<file path="config.mk">
export PLATFORM = sky130hd
export DESIGN_NAME = egvr_fsm
export DESIGN_NICKNAME = d
export VERILOG_FILES = /design/src/rtl/egvr_pkg.sv /design/src/rtl/egvr_fsm.sv
export SDC_FILE = /design/constraint.sdc
export NUM_CORES = 1
export LEC_CHECK = 0
export BUFFER_PORTS_ARGS = -buffer_cell sky130_fd_sc_hd__buf_2
export CORE_AREA = 2 2 39 41
export DETAILED_ROUTE_END_ITERATION = 8
export DIE_AREA = 0 0 41 43
export PLACE_DENSITY_LB_ADDON = 0.2
export SKIP_LAST_GASP = 1
export SYNTH_ARGS = -nofsm -noshare
export SYNTH_HDL_FRONTEND = slang
export SYNTH_SLANG_ARGS = --single-unit
export TNS_END_PERCENT = 5
</file>
<file path="constraint.sdc">
create_clock -name clk -period 1.2 [get_ports clk]
set_input_delay 0.18 -clock clk [delete_from_list [all_inputs] [get_ports clk]]
set_output_delay 0.18 -clock clk [all_outputs]
set_load 0.01 [all_outputs]
</file>
<file path="src/rtl/egvr_pkg.sv">
// ----------------------------------------------------------------------------
// egvr_pkg
// Types, codes and constants shared by the elevation grid resampler.
// ----------------------------------------------------------------------------
package egvr_pkg;

    localparam int CFG_DATA_W  = 32;
    localparam int CFG_INDEX_W = 2;

    // Configuration register indexes
    localparam logic [CFG_INDEX_W-1:0] CFG_GRID_COLUMNS = 2'd0;
    localparam logic [CFG_INDEX_W-1:0] CFG_GRID_ROWS    = 2'd1;
    localparam logic [CFG_INDEX_W-1:0] CFG_NODATA_VALUE = 2'd2;

    localparam logic [8:0]         GRID_COLUMNS_RESET = 9'd256;
    localparam logic [8:0]         GRID_ROWS_RESET    = 9'd256;
    localparam logic signed [31:0] NODATA_RESET       = -32'sd2304000;

    // 65535.0 with 8 fraction bits
    localparam logic signed [31:0] MIN_START = 32'sd16776960;

    // Commands
    localparam logic [1:0] CMD_RESTART = 2'd0;
    localparam logic [1:0] CMD_LOAD    = 2'd1;
    localparam logic [1:0] CMD_READ    = 2'd2;

    // Status codes
    localparam logic [1:0] STATUS_OK         = 2'd0;
    localparam logic [1:0] STATUS_RANGE      = 2'd1;
    localparam logic [1:0] STATUS_INCOMPLETE = 2'd2;

    typedef struct packed {
        logic [1:0]         command;
        logic signed [31:0] cell_height;
        logic [8:0]         vertex_row;
        logic [8:0]         vertex_column;
    } egvr_item_t;

    typedef struct packed {
        logic signed [31:0] vertex_height;
        logic signed [31:0] lowest_height;
        logic [30:0]        highest_height;
        logic               saw_nodata;
        logic [1:0]         status;
    } egvr_result_t;

    typedef enum logic [2:0] {
        ST_IDLE,
        ST_BASE,
        ST_FETCH,
        ST_DRAIN,
        ST_RESULT
    } egvr_state_t;

    typedef struct packed {
        logic       accepting;
        logic       base_en;
        logic       rd_en;
        logic [1:0] step;
        logic       drain;
        logic       res_ready;
    } egvr_ctrl_t;

endpackage

</file>
<file path="src/rtl/egvr_fsm.sv">
// ----------------------------------------------------------------------------
// egvr_fsm
// Sequencer: accepts items, steps the cell fetches of a vertex read and
// hands each result to the output register.
// ----------------------------------------------------------------------------
module egvr_fsm (
    input  logic                  clk,
    input  logic                  rst_n,
    input  logic                  fire,
    input  logic                  needs_fetch,
    input  logic                  quad,
    input  logic                  slot_free,
    output egvr_pkg::egvr_ctrl_t  ctrl
);

    egvr_pkg::egvr_state_t state_reg;
    egvr_pkg::egvr_state_t state_next;
    logic [1:0]            step_reg;
    logic [1:0]            step_next;
    logic [1:0]            last_step;

    assign last_step = quad ? 2'd3 : 2'd1;

    always_ff @(posedge clk or negedge rst_n)
    begin
        if (!rst_n)
        begin
            state_reg <= egvr_pkg::ST_IDLE;
            step_reg  <= '0;
        end
        else
        begin
            state_reg <= state_next;
            step_reg  <= step_next;
        end
    end

    always_comb
    begin
        state_next = state_reg;
        step_next  = step_reg;
        case (state_reg)
            egvr_pkg::ST_IDLE:
            begin
                if (fire)
                begin
                    state_next = needs_fetch ? egvr_pkg::ST_BASE : egvr_pkg::ST_RESULT;
                end
            end
            egvr_pkg::ST_BASE:
            begin
                state_next = egvr_pkg::ST_FETCH;
                step_next  = '0;
            end
            egvr_pkg::ST_FETCH:
            begin
                if (step_reg == last_step)
                begin
                    state_next = egvr_pkg::ST_DRAIN;
                end
                else
                begin
                    step_next = step_reg + 2'd1;
                end
            end
            egvr_pkg::ST_DRAIN:
            begin
                state_next = egvr_pkg::ST_RESULT;
            end
            egvr_pkg::ST_RESULT:
            begin
                // hand over the result; a new item may enter in the same cycle
                if (slot_free)
                begin
                    if (fire)
                    begin
                        state_next = needs_fetch ? egvr_pkg::ST_BASE
                                                 : egvr_pkg::ST_RESULT;
                    end
                    else
                    begin
                        state_next = egvr_pkg::ST_IDLE;
                    end
                end
            end
            default:
            begin
                state_next = egvr_pkg::ST_IDLE;
            end
        endcase
    end

    always_comb
    begin
        ctrl = '0;
        case (state_reg)
            egvr_pkg::ST_IDLE:
            begin
                ctrl.accepting = 1'b1;
            end
            egvr_pkg::ST_BASE:
            begin
                ctrl.base_en = 1'b1;
            end
            egvr_pkg::ST_FETCH:
            begin
                ctrl.rd_en = 1'b1;
                ctrl.step  = step_reg;
            end
            egvr_pkg::ST_DRAIN:
            begin
                ctrl.drain = 1'b1;
            end
            egvr_pkg::ST_RESULT:
            begin
                ctrl.res_ready = 1'b1;
                ctrl.accepting = slot_free;
            end
            default:
            begin
                ctrl = '0;
            end
        endcase
    end

endmodule

</file>
Word level (Yosys, flattened, before mapping)
Index checks and enable logic that the tools add are counted.
W data, S select, Z words.
{"block": "op_classes", "addsub": 1, "n_eq_ne": 9, "mux": 14, "n_reduce_logical": 4}
{"operator": "$mux W3", "n": 6}
{"operator": "$pmux W3 S5", "n": 1}
{"operator": "$ne A2 B2 Y1 const B", "n": 4}
{"operator": "$eq A3 B2 Y1 const B", "n": 2}
{"operator": "$mux W2", "n": 2}
{"operator": "$pmux W2 S2", "n": 1}
{"operator": "$eq A3 B1 Y1 const B", "n": 1}
{"operator": "$eq A3 B3 Y1 const B", "n": 1}
{"operator": "$logic_not A3 Y1", "n": 1}
{"operator": "$mux W1", "n": 3}
{"operator": "$reduce_and A3 Y1", "n": 1}
{"operator": "$add A2 B1 Y2 const B", "n": 1}
{"operator": "$eq A2 B2 Y1", "n": 1}
{"operator": "$pmux W1 S2", "n": 1}
{"operator": "$reduce_and A2 Y1", "n": 1}
{"operator": "$reduce_bool A2 Y1", "n": 1}
{"block": "word_totals", "regBits": 5, "inputBits": 6, "out_inout_bits": 7, "wordCells": 30}

Logic depth before layout (Yosys ltp)
Gate-level depths: netlist of run 1.
{"block": "logic_depth", "ltp_word": 4, "depth_mapped": 4, "depth_no_buf": 4}

Worst setup path before layout of run 1
Ideal clock, no wire load.
{"block": "synth_path", "path_kind": "register to register", "from": "register state_reg[2]", "to": "register step_reg[1]", "setup_time_ns": 0.130, "arrival_ns": 1.149, "required_time_ns": 1.070, "path_slack_ns": -0.078, "stages_incl_launch_ff": 5, "path_buffers": 0, "synth_period_minus_slack_ns": 1.278, "cell_sequence": "dfrtp_1 > or3b_4 > clkinv_4 > and2_2 > a221oi_2"}
{"block": "synth_between", "elab_chain_len": 3, "word_cells_on_any_way": 6, "classes_between": "eq/ne (3); mux (1); reduce/logical (2)"}
{"element": "from (decl)", "line": "egvr_fsm.sv:16", "text": "egvr_pkg::egvr_state_t state_reg;"}
{"element": "from (signal assigned)", "line": "egvr_fsm.sv:28", "text": "state_reg <= egvr_pkg::ST_IDLE;"}
{"element": "from (signal assigned)", "line": "egvr_fsm.sv:33", "text": "state_reg <= state_next;"}
{"element": "$eq A3 B2 Y1 or $eq A3 B1 Y1 (tied branches)", "line": "egvr_fsm.sv:42", "text": "case (state_reg)"}
{"element": "$ne A2 B2 Y1 (no source line) or $reduce_bool A2 Y1 (tied branches)"}
{"element": "$reduce_and A2 Y1 (no source line)"}
{"element": "to (signal assigned)", "line": "egvr_fsm.sv:34", "text": "step_reg <= step_next;"}
{"element": "to (decl)", "line": "egvr_fsm.sv:18", "text": "logic [1:0] step_reg;"}
Several ways; a longest one is shown, not always the timed one.
A chain may end at the register's enable or synchronous reset.

==> results of run 1 <==
==> final timing paths <==
path / cells after the start / end / slack, ps / from
max: 4 / ctrl[2] / -330 / state_reg[1]
min: 3 / step_reg[1] / 220 / quad
max reg2reg: 4 / step_reg[0] / -190 / state_reg[1]
min reg2reg: 1 / state_reg[0] / 480 / state_reg[0]
max in group asynchronous: 2 / step_reg[1] / 790 / rst_n
min in group asynchronous: 2 / state_reg[2] / 280 / rst_n
==> layer usage <==
| metal | global-route usage, % | up-vias | wire [um] |
|---|---|---|---|
| li1 | - | 185 | - |
| met5 | 0 | - | 0 |
| met3 | 3.66 | 4 | 33 |
| met1 | 13.4 | 162 | 364 |
| met4 | 9.33 | 0 | 26 |
| met2 | 16.9 | 11 | 429 |
==> area by class of cell <==
type / instances / area, um2
fill: 145 / 840
multi-input combinational: 27 / 184
timing repair buffer: 24 / 165
sequential: 5 / 125
clock buffer: 4 / 26.3
inverter: 5 / 23.8
tap: 16 / 20.0
==> worst max-delay path, cell delays in order (launching register included) <==
cell,delay [ps]
sky130_fd_sc_hd__dfrtp_1,390
sky130_fd_sc_hd__or3b_4,420
sky130_fd_sc_hd__clkinv_4,70
sky130_fd_sc_hd__and2_4,140
sky130_fd_sc_hd__buf_6,90
==> cells in the final DEF (no fill, tap or decap), drive strengths merged <==
cell type	instances
nor2b	2
a221oi	1
nor4	1
o21ai	2
a211oi	1
buf	23
a21oi	3
dfrtp	5
a21boi	1
clkinv	1
o211ai	1
xnor2	1
or2	1
nand2	3
nor3	1
clkbuf	4
a32oi	1
nand3	1
dlygate4sd3	1
and2	3
nor2	2
inv	4
or3b	2
==> power groups by stage <==
stage	Clock, W	Combinational [W]	Sequential (W)
detailed placement	0	0.000728	0.000334
global placement	0	0.000732	0.000336
global route	0.000226	0.000914	0.000347
CTS	0.000209	0.000830	0.000332
floorplan	0	0.000389	0.000350
finish	0.000205	0.000831	0.000334
==> cell families (layout without fill, tap and decap cells) <==
kind of cell | Yosys count | after routing | synth area share, %
flip-flops | 5 | 5 | 38.3
AO/OA/AOI/OAI | 10 | 10 | 23.0
AND/OR/NAND/NOR | 16 | 16 | 28.7
XOR/XNOR | 1 | 1 | 2.68
buffers and inverters | 5 | 33 | 7.28
==> through the flow <==
step	power (W)	instance area [um2]	worst slack (ps)	instances
after floorplan	0.000739	330	-62.0	37
after global placement	0.00107	463	-110	72
after detailed placement	0.00106	463	-118	72
after CTS	0.00137	544	-338	81
after global routing	0.00149	544	-388	81
final	0.00137	544	-333	81
==> what timing repair did <==
item | in CTS | in global routing
gates resized for setup | 3 | 0
pin swaps | 1 | 0
endpoints found under the hold margin | 5 | 0
setup buffers | 4 | 0
hold buffers | 1 | 0
setup endpoints to repair | 10 | 12
==> out/summary.log, run 1 <==
[synthesis] count leader, synth sky130_fd_sc_hd__dfrtp_1
[synthesis] dominant cells by area after synthesis sky130_fd_sc_hd__dfrtp_1, sky130_fd_sc_hd__a221oi_2, sky130_fd_sc_hd__inv_1
[sta] worst setup margin -333 ps
[worst_setup_path] largest fanout of any net on the critical path 4
[synthesis] Avg Inst Size Synth 8.83 um2
[sta] post-route worst hold slack 215 ps
[route] first-pass iteration count of the detailed router 4
[sta] unrepaired setup endpoints after global routing true
[synthesis] number of register bits inferred by synthesis 5
[sta] Setup violations, final 10
[floorplan] # IOs 13
[layout] diode count 0
[synthesis] top_reg_cell synth sky130_fd_sc_hd__dfrtp_1
[floorplan] number of core rows 14
[sta] maximum clock frequency 0.652 GHz
[worst_setup_path] capturing element type of the critical path primary output
[floorplan] floorplan die area 1760 um2
[placed_design] HPWL after detailed placement 628 um
[route] vias per inst 4.47
[floorplan] chip width 41 um
[global_route] pin count of the biggest net entering global routing 7
[layout] number of flip-flops in the largest register 3
[pwr] relative contribution of combinational cells to total power 60.6%
[synthesis] synthesis warning total 0
[synthesis] Yosys top cell area share 38.3%
[sta] Layout Skew 4.14 ps
[pwr] part of the total power dissipated in sequential elements 24.4%
[synthesis] Net Count, Synth 43
[route] first-iteration detailed-routing DRC count 5
[layout] final net count 72
[global_route] first-pass GRT wire length 1.38 mm
[sta] max-slew violations 0
[clock_tree] insertion delay to the later sink of the worst-skew pair 250 ps
[route] DRC viols 0
[worst_setup_path] critical path data required time 1020 ps
[pwr] design internal power 0.000837 W
[global_route] number of antenna violations at the first check in global routing 0
[clock_tree] CTS H-Tree Depth 1
[pwr] total power per unit cell area 2520 nW/um2
[pwr] Clock power frac 15.0%
[worst_setup_path] critical path launch point type flop
[clock_tree] number of buffers on the longest clock path 2
[run_status] result of the run finished, violations left
[pwr] maximum vdd drop 0.969 mV
[worst_hold_path] Tightest Hold Check Type in -> reg
[route] Final Routed Wirelength 853 um
[route] count of vias placed by the detailed router 362
[clock_tree] library cell used as clock root buffer sky130_fd_sc_hd__clkbuf_4
[global_route] number of global-route vias before repair 363
[pwr] Leakage Power 0.288 nW
[floorplan] effective utilization at floorplan 23.6%
[synthesis] post-synthesis async set-or-reset flop share 100%
[synthesis] number of instances in the synthesized netlist 37
[placed_design] final weighted congestion in routability-driven placement 0.688
[flow_run] Max Cap Violations 0
[synthesis] fraction of the yosys area taken by sequential cells 38.3%
[sta] final critical-path required period 1530 ps
[synthesis] most area-hungry cell type in the Yosys netlist sky130_fd_sc_hd__dfrtp_1
[route] antenna viol nets, final 0
[worst_setup_path] Setup Crit Path Kind reg -> out
[synthesis] netlist area before placement 327 um2
[global_route] GRT Residual Overflow 0
[run_status] failing checks negative setup slack
[worst_setup_path] data arrival time of the worst path 1350 ps
[sta] slew at the pin closest to its max-slew limit 257 ps
[floorplan] placeable core region 1380 um2
[floorplan] DIE HEIGHT 43 um
[pwr] sw frac 38.9%
[sta] post-route clock period utilization 128%
[sta] final count of hold timing violations 0
[route] detailed-route wire length per cell 10.5 um
[sta] setup_tns -2220 ps
[synthesis] commonest cells in the synthesized netlist sky130_fd_sc_hd__dfrtp_1, sky130_fd_sc_hd__inv_1, sky130_fd_sc_hd__nand2_1
[pwr] net switching component of the power 0.000533 W
[clock_tree] clock tree from TritonCTS built
[clock_tree] CTS clk-pin slew, worst paths 50 ps
[sta] worst rel slew slack 82.7%
[global_route] GRT Overall Usage 11.7%
[clock_tree] CTS buffer count 3
[synthesis] count of flip-flops with a built-in enable after synthesis 0
[layout] fraction of final layout cells with drive strength greater than 1 52.3%
[synthesis] Netlist cell types 24
[layout] Finished Core Util 39.3%
[placed_design] IO Port Bufs 12
[clock_tree] clk sink count 5
[layout] Area Overhead vs Synth 66.7%
No activity file was read; power rests on OpenSTA's default activity.
==> run 2: changes to the inputs <==
--- a/config.mk
+++ b/config.mk
@@ -6,10 +6,12 @@
 export NUM_CORES = 1
 export LEC_CHECK = 0
 export BUFFER_PORTS_ARGS = -buffer_cell sky130_fd_sc_hd__buf_2
+export CAP_MARGIN = 20
 export CORE_AREA = 2 2 39 41
 export DETAILED_ROUTE_END_ITERATION = 8
 export DIE_AREA = 0 0 41 43
 export PLACE_DENSITY_LB_ADDON = 0.2
+export SKIP_CTS_REPAIR_TIMING = 1
 export SKIP_LAST_GASP = 1
 export SYNTH_ARGS = -nofsm -noshare
 export SYNTH_HDL_FRONTEND = slang
==> run 2 against run 1 <==
  * The run still ends with negative setup slack left
  * Setup slack got worse by 16 ps
  * Cell count shrank 2.5%
  * Die area unchanged
  * Via count down 4.7%
  * Highest routed layer unchanged
  * Non-clock buffer count down 2
  * Flip-flop and latch count did not move
  * Sequential share of layout area grew 0.93 points
  * Combinational power fell by 4.9%
  * Global-route usage decreased by 0.61 points
==> out/summary.log, run 2 (synthesis results as in run 1) <==
[route] first-iteration detailed-routing DRC count 8 [was 5]
[floorplan] # IOs 13 [unchanged]
[floorplan] effective utilization at floorplan 23.6% [unchanged]
[worst_setup_path] capturing element type of the critical path primary output [unchanged]
[clock_tree] CTS clk-pin slew, worst paths 50 ps [about the same]
[pwr] total power per unit cell area 2530 nW/um2 [was 2520 nW/um2]
[sta] Layout Skew 3.51 ps [was 4.14 ps]
[route] Max Used Layer met4 [unchanged]
[route] wire length on met1 348 um [was 364 um]
[sta] maximum clock frequency 0.646 GHz [was 0.652 GHz]
[worst_setup_path] Setup Crit Path Kind reg -> out [unchanged]
[sta] slew at the pin closest to its max-slew limit 264 ps [was 257 ps]
[route] detailed-route wire length per cell 10.5 um [about the same]
[clock_tree] clk sink count 5 [unchanged]
[floorplan] DIE HEIGHT 43 um [unchanged]
[clock_tree] library cell used as clock root buffer sky130_fd_sc_hd__clkbuf_4 [unchanged]
[flow_run] Max Cap Violations 0 [unchanged]
[floorplan] placeable core region 1380 um2 [unchanged]
[floorplan] floorplan die area 1760 um2 [unchanged]
[placed_design] Placed Cells 72 [unchanged]
[layout] Finished Core Util 37.8% [was 39.3%]
[run_status] failing checks negative setup slack [unchanged]
[layout] highest-count cells in the layout ignoring fill and taps sky130_fd_sc_hd__buf_2, sky130_fd_sc_hd__buf_4, sky130_fd_sc_hd__dfrtp_1 [was sky130_fd_sc_hd__buf_4, sky130_fd_sc_hd__buf_2, sky130_fd_sc_hd__dfrtp_1]
[layout] diode count 0 [unchanged]
[floorplan] chip width 41 um [unchanged]
[clock_tree] number of buffers on the longest clock path 2 [unchanged]
[layout] fraction of final layout cells with drive strength greater than 1 50.8% [was 52.3%]
[layout] final net count 70 [was 72]
[route] routed length on met2 428 um [was 429 um]
[route] DRC viols 0 [unchanged]
[layout] Area Overhead vs Synth 60.2% [was 66.7%]
[sta] worst rel slew slack 82.3% [was 82.7%]
[sta] final critical-path required period 1550 ps [was 1530 ps]
[global_route] number of antenna violations at the first check in global routing 0 [unchanged]
[floorplan] number of core rows 14 [unchanged]
[clock_tree] insertion delay to the later sink of the worst-skew pair 250 ps [about the same]
[placed_design] HPWL after detailed placement 628 um [unchanged]
[layout] Filler Cells Inserted 142 [was 145]
[clock_tree] clock tree from TritonCTS built [unchanged]
[sta] post-route clock period utilization 129% [was 128%]
[pwr] Leakage Power 0.278 nW [was 0.288 nW]
[sta] post-route worst hold slack 214 ps [was 215 ps]
[sta] Setup violations, final 10 [unchanged]
[sta] unrepaired setup endpoints after global routing true [unchanged]
[sta] worst setup margin -349 ps [was -333 ps]
[global_route] number of global-route vias before repair 332 [was 363]
[worst_setup_path] critical path data required time 1020 ps [about the same]
[global_route] GRT Overall Usage 11.1% [was 11.7%]
[route] Final Routed Wirelength 826 um [was 853 um]
[route] first-pass iteration count of the detailed router 3 [was 4]
[clock_tree] CTS buffer count 3 [unchanged]
[placed_design] Worst Setup Slack post-DPL -118 ps [unchanged]
[global_route] first-pass GRT wire length 1.30 mm [was 1.38 mm]
[layout] leading cell type in the layout, fill and taps excluded sky130_fd_sc_hd__buf_2 [was sky130_fd_sc_hd__buf_4]
[route] vias per inst 4.37 [was 4.47]
[route] antenna viol nets, final 0 [unchanged]
[route] detailed-routed wire length on met3 38 um [was 33 um]
[global_route] pin count of the biggest net entering global routing 7 [unchanged]
[sta] max-slew violations 0 [unchanged]
[placed_design] IO Port Bufs 12 [unchanged]
[route] count of vias placed by the detailed router 345 [was 362]
[layout] number of flip-flops in the largest register 3 [unchanged]
[placed_design] final weighted congestion in routability-driven placement 0.688 [unchanged]
[worst_hold_path] Tightest Hold Check Type in -> reg [unchanged]
[pwr] maximum vdd drop 0.900 mV [was 0.969 mV]
[worst_setup_path] largest fanout of any net on the critical path 4 [unchanged]
[sta] setup_tns -1980 ps [was -2220 ps]
[layout] Cell Count, Final, Fillers Out 79 [was 81]
[sta] final count of hold timing violations 0 [unchanged]
[global_route] GRT Residual Overflow 0 [unchanged]
[worst_setup_path] critical path launch point type flop [unchanged]
[worst_setup_path] data arrival time of the worst path 1370 ps [was 1350 ps]
[clock_tree] CTS H-Tree Depth 1 [unchanged]
[run_status] result of the run finished, violations left [unchanged]
[run 2: cell types whose count changed in the layout (fill, tap and decap cells not counted), sizes merged]
cell  before  now
buf       23   21
[run 2: path summary, 6_finish.rpt]
check	start	end	slack (ps)	cells after the start
setup / recovery	state_reg[2]	ctrl[2]	-350	4
hold / removal	quad	step_reg[1]	210	3
setup reg to reg	state_reg[2]	step_reg[1]	-90	5
hold reg to reg	state_reg[0]	state_reg[0]	480	1
max in group asynchronous	rst_n	step_reg[1]	790	2
min in group asynchronous	rst_n	state_reg[2]	280	2
[run 2: critical path, stage by stage, from the launching register on]
cell and delay, ps:
sky130_fd_sc_hd__dfrtp_1 390, sky130_fd_sc_hd__or3b_4 430, sky130_fd_sc_hd__clkinv_4 70, sky130_fd_sc_hd__and2_4 140, sky130_fd_sc_hd__buf_6 90
[run 2: layout make-up]
| cell class | count | area (um2) | share of cell area, % |
|---|---|---|---|
| clock buffers | 4 | 26.3 | 5.02 |
| inverters | 5 | 23.8 | 4.55 |
| multi-input cells | 27 | 184 | 35.2 |
| flip-flops and latches | 5 | 125 | 23.9 |
| well taps | 16 | 20.0 | 3.83 |
| repair buffers | 22 | 144 | 27.5 |
[run 2: through the flow]
stage                     total power, W  cell area (um2)
final                            0.00133              523
after global routing             0.00144              523
after CTS                        0.00127              489
after detailed placement         0.00106              463
after global placement           0.00107              463
after floorplan                 0.000739              330
[run 2: per-layer routing]
layer | track usage [%] | vias to the layer above
li1 | - | 181
met1 | 12.8 | 153
met2 | 17.5 | 9
met3 | 3.14 | 2
met4 | 6.00 | 0
met5 | 0 | -
[run 2: power by group]
group	leakage, nW	total [W]	internal, W	switching (W)
Combinational	0.200	0.000790	0.000429	0.000360
Clock	0.0150	0.000204	0.000126	0.0000778
Sequential	0.0632	0.000331	0.000250	0.0000815
Total	0.278	0.00133	0.000806	0.000520
==> run 3: changes to the inputs <==
--- a/config.mk
+++ b/config.mk
@@ -5,6 +5,7 @@
 export SDC_FILE = /design/constraint.sdc
 export NUM_CORES = 1
 export LEC_CHECK = 0
+export ABC_AREA = 1
 export BUFFER_PORTS_ARGS = -buffer_cell sky130_fd_sc_hd__buf_2
 export CAP_MARGIN = 20
 export CORE_AREA = 2 2 39 41
==> run 3 against run 2 <==
  * The run still ends with negative setup slack left
  * Final area is 4.8% lower
  * Critical path depth is 1 higher
  * Core utilization is 1.8 points lower
  * Non-clock buffer count is 3 lower
  * First-iteration DRC count is 75% lower
  * Critical endpoint unchanged
==> out/summary.log, run 3 <==
[run_status] result of the run finished, violations left [unchanged]
[run_status] failing checks negative setup slack [unchanged]
[layout] final net count 82 [was 70]
[floorplan] chip width 41 um [unchanged]
[route] DRC viols 0 [unchanged]
[sta] unrepaired setup endpoints after global routing true [unchanged]
[sta] final critical-path required period 1330 ps [was 1550 ps]
[clock_tree] CTS buffer count 3 [unchanged]
[layout] post-route standard cell area excluding fillers 498 um2 [was 523 um2]
[route] first-pass iteration count of the detailed router 3 [unchanged]
[floorplan] floorplan die area 1760 um2 [unchanged]
[layout] highest-count cells in the layout ignoring fill and taps sky130_fd_sc_hd__nand2_1, sky130_fd_sc_hd__buf_2, sky130_fd_sc_hd__inv_1 [was sky130_fd_sc_hd__buf_2, sky130_fd_sc_hd__buf_4, sky130_fd_sc_hd__dfrtp_1]
[sta] slew at the pin closest to its max-slew limit 187 ps [was 264 ps]
[pwr] total power per unit cell area 2370 nW/um2 [was 2530 nW/um2]
[synthesis] top_reg_cell synth sky130_fd_sc_hd__dfrtp_1 [unchanged]
[flow_run] Max Cap Violations 0 [unchanged]
[global_route] GRT Residual Overflow 0 [unchanged]
[clock_tree] library cell used as clock root buffer sky130_fd_sc_hd__clkbuf_4 [unchanged]
[route] count of vias placed by the detailed router 367 [was 345]
[global_route] pin count of the biggest net entering global routing 6 [was 7]
[worst_setup_path] Top cell by count, worst path sky130_fd_sc_hd__inv_2
[worst_setup_path] worst-case register-to-register setup slack -30 ps [was -90 ps]
[route] first-iteration detailed-routing DRC count 2 [was 8]
[sta] worst setup margin -132 ps [was -349 ps]
[floorplan] number of core rows 14 [unchanged]
[layout] Finished Core Util 36.0% [was 37.8%]
[worst_hold_path] worst hold path cell count 4 [was 3]
[worst_setup_path] Setup Crit Path Kind reg -> out [unchanged]
[pwr] Leakage Power 0.312 nW [was 0.278 nW]
[worst_setup_path] largest fanout of any net on the critical path 3 [was 4]
[sta] max-slew violations 0 [unchanged]
[clock_tree] CTS clk-pin slew, worst paths 40 ps [was 50 ps]
[placed_design] IO Port Bufs 12 [unchanged]
[worst_setup_path] stage delay of the slowest cell on the critical path 370 ps [was 430 ps]
[layout] Area Overhead vs Synth 48.0% [was 60.2%]
[route] Final Routed Wirelength 713 um [was 826 um]
[placed_design] area of placed instances 432 um2 [was 463 um2]
[worst_setup_path] Critical R2R Launch state_reg[1] [was state_reg[2]]
[floorplan] effective utilization at floorplan 24.3% [was 23.6%]
[worst_setup_path] worst flop-to-flop path endpoint state_reg[0] [was step_reg[1]]
[sta] setup_tns -712 ps [was -1980 ps]
[synthesis] number of register bits inferred by synthesis 5 [unchanged]
[layout] Filler Cells Inserted 165 [was 142]
[synthesis] count of flip-flops with a built-in enable after synthesis 0 [unchanged]
[sta] worst rel slew slack 87.5% [was 82.3%]
[synthesis] Netlist cell types 12 [was 24]
[clock_tree] clk sink count 5 [unchanged]
[floorplan] DIE HEIGHT 43 um [unchanged]
[synthesis] post-synthesis async set-or-reset flop share 100% [unchanged]
[layout] number of flip-flops in the largest register 3 [unchanged]
[synthesis] most area-hungry cell type in the Yosys netlist sky130_fd_sc_hd__dfrtp_1 [unchanged]
[global_route] GRT Overall Usage 9.81% [was 11.1%]
[worst_setup_path] worst-path cell chain inv_2 -> nor3_4 -> inv_2 -> nor2_1 -> buf_2 [was or3b_4 -> clkinv_4 -> and2_4 -> buf_6]
[clock_tree] clock tree from TritonCTS built [unchanged]
[global_route] number of antenna violations at the first check in global routing 0 [unchanged]
[clock_tree] number of buffers on the longest clock path 2 [unchanged]
[sta] Setup violations, final 7 [was 10]
[floorplan] placeable core region 1380 um2 [unchanged]
[synthesis] count leader, synth sky130_fd_sc_hd__nand2_1 [was sky130_fd_sc_hd__dfrtp_1]
[synthesis] dominant cells by area after synthesis sky130_fd_sc_hd__dfrtp_1, sky130_fd_sc_hd__nand2_1, sky130_fd_sc_hd__inv_1 [was sky130_fd_sc_hd__dfrtp_1, sky130_fd_sc_hd__a221oi_2, sky130_fd_sc_hd__inv_1]
[sta] Layout Skew 0.0918 ps [was 3.51 ps]
[route] vias per inst 4.03 [was 4.37]
[worst_hold_path] Tightest Hold Check Type in -> reg [unchanged]
[route] detailed-route wire length per cell 7.84 um [was 10.5 um]
[sta] final count of hold timing violations 0 [unchanged]
[worst_hold_path] launch point of the worst hold path slot_free [was quad]
[synthesis] netlist area before placement 337 um2 [was 327 um2]
[synthesis] number of instances in the synthesized netlist 52 [was 37]
[worst_setup_path] cell count of the worst reg-to-reg path 8 [was 5]
[worst_setup_path] Slowest cell on crit path sky130_fd_sc_hd__dfrtp_1 [was sky130_fd_sc_hd__or3b_4]
[synthesis] synthesis warning total 0 [unchanged]
[global_route] number of global-route vias before repair 314 [was 332]
[synthesis] Yosys top cell area share 37.2% [was 38.3%]
[layout] diode count 0 [unchanged]
[pwr] total power consumption of the routed design 0.00118 W [was 0.00133 W]
[worst_setup_path] critical path launch point type flop [unchanged]
[layout] fraction of final layout cells with drive strength greater than 1 33.3% [was 50.8%]
[sta] post-route clock period utilization 111% [was 129%]
[worst_setup_path] data arrival time of the worst path 1150 ps [was 1370 ps]
[synthesis] Avg Inst Size Synth 6.47 um2 [was 8.83 um2]
[synthesis] Net Count, Synth 58 [was 43]
[clock_tree] CTS H-Tree Depth 1 [unchanged]
[placed_design] HPWL after detailed placement 588 um [was 628 um]
[global_route] first-pass GRT wire length 1.16 mm [was 1.30 mm]
[pwr] maximum vdd drop 0.673 mV [was 0.900 mV]
[worst_setup_path] critical path buffer and inverter count 3 [was 2]
[sta] maximum clock frequency 0.751 GHz [was 0.646 GHz]
[placed_design] final weighted congestion in routability-driven placement 0.654 [was 0.688]
[worst_setup_path] capturing element type of the critical path primary output [unchanged]
[layout] leading cell type in the layout, fill and taps excluded sky130_fd_sc_hd__nand2_1 [was sky130_fd_sc_hd__buf_2]
[worst_setup_path] critical path's top delay family flip-flops [was simple AND/OR/NAND/NOR gates]
[clock_tree] insertion delay to the later sink of the worst-skew pair 230 ps [was 250 ps]
[floorplan] # IOs 13 [unchanged]
[worst_setup_path] critical path data required time 1020 ps [about the same]
[worst_hold_path] end point of the worst hold path state_reg[2] [was step_reg[1]]
[synthesis] commonest cells in the synthesized netlist sky130_fd_sc_hd__nand2_1, sky130_fd_sc_hd__inv_1, sky130_fd_sc_hd__nand3_1 [was sky130_fd_sc_hd__dfrtp_1, sky130_fd_sc_hd__inv_1, sky130_fd_sc_hd__nand2_1]
[synthesis] fraction of the yosys area taken by sequential cells 37.2% [was 38.3%]
[route] antenna viol nets, final 0 [unchanged]
==> run 3: cell count changes after synthesis, moves of 2 or more <==
cell	previous run	this run
sky130_fd_sc_hd__inv_1	4	11
sky130_fd_sc_hd__nor2_1	2	6
sky130_fd_sc_hd__and2_1	2	0
sky130_fd_sc_hd__nand3_1	1	7
sky130_fd_sc_hd__nor2b_1	2	0
sky130_fd_sc_hd__nand2_1	3	16
==> run 3: worst min-delay path, stage by stage <==
cell	delay, ps
sky130_fd_sc_hd__buf_2	70
sky130_fd_sc_hd__inv_1	50
sky130_fd_sc_hd__nand2_1	60
sky130_fd_sc_hd__nand2_1	60
==> run 3: final cells by class <==
cell class                      count  area, um2  share of cell area (%)
Multi-Input combinational cell     35        166                    33.4
Sequential cell                     5        125                    25.1
Timing Repair Buffer               19        115                    23.1
Inverter                           12       45.0                    9.05
Clock buffer                        4       26.3                    5.28
Tap cell                           16       20.0                    4.02
==> run 3: power breakdown <==
| group | leakage (nW) | internal [W] | switching (W) |
|---|---|---|---|
| Clock | 0.0150 | 0.000125 | 0.0000618 |
| Combinational | 0.232 | 0.000311 | 0.000354 |
| Sequential | 0.0650 | 0.000243 | 0.0000841 |
==> run 3: metrics by stage <==
stage / setup slack [ps] / hold WS (ps) / cells
CTS: -219 / -259 / 86
finish: -132 / 227 / 91
global placement: 64.4 / -0.795 / 82
global route: -243 / 271 / 91
detailed placement: 40.8 / -1.19 / 82
floorplan: 28.7 / -116 / 52
==> run 3: kinds of logic (layout without fill, tap and decap cells) <==
kind of cell,after synthesis,after routing,synth area share (%)
AOI/OAI and AO/OA,2,2,2.97
and+or+nand+nor,32,32,43.9
xor gates and xnor gates,1,1,2.60
buffers and inverters,12,35,13.4
DFF,5,5,37.2
==> run 3: worst max path at each step <==
stage	cells after the start	to	startpoint
after detailed placement	4	ctrl[3]	state_reg[2]
after CTS	4	ctrl[3]	state_reg[2]
after floorplan	3	ctrl[2]	state_reg[2]
after global routing	5	ctrl[3]	state_reg[1]
after global placement	4	ctrl[2]	state_reg[2]
final	5	ctrl[2]	state_reg[1]
==> run 3: routing by layer <==
layer | share of wire [%] | global-route usage, %
met1 | 48 | 12.5
met4 | 0.84 | 8.00
met2 | 48 | 13.8
met5 | 0 | 0
met3 | 3.8 | 1.57
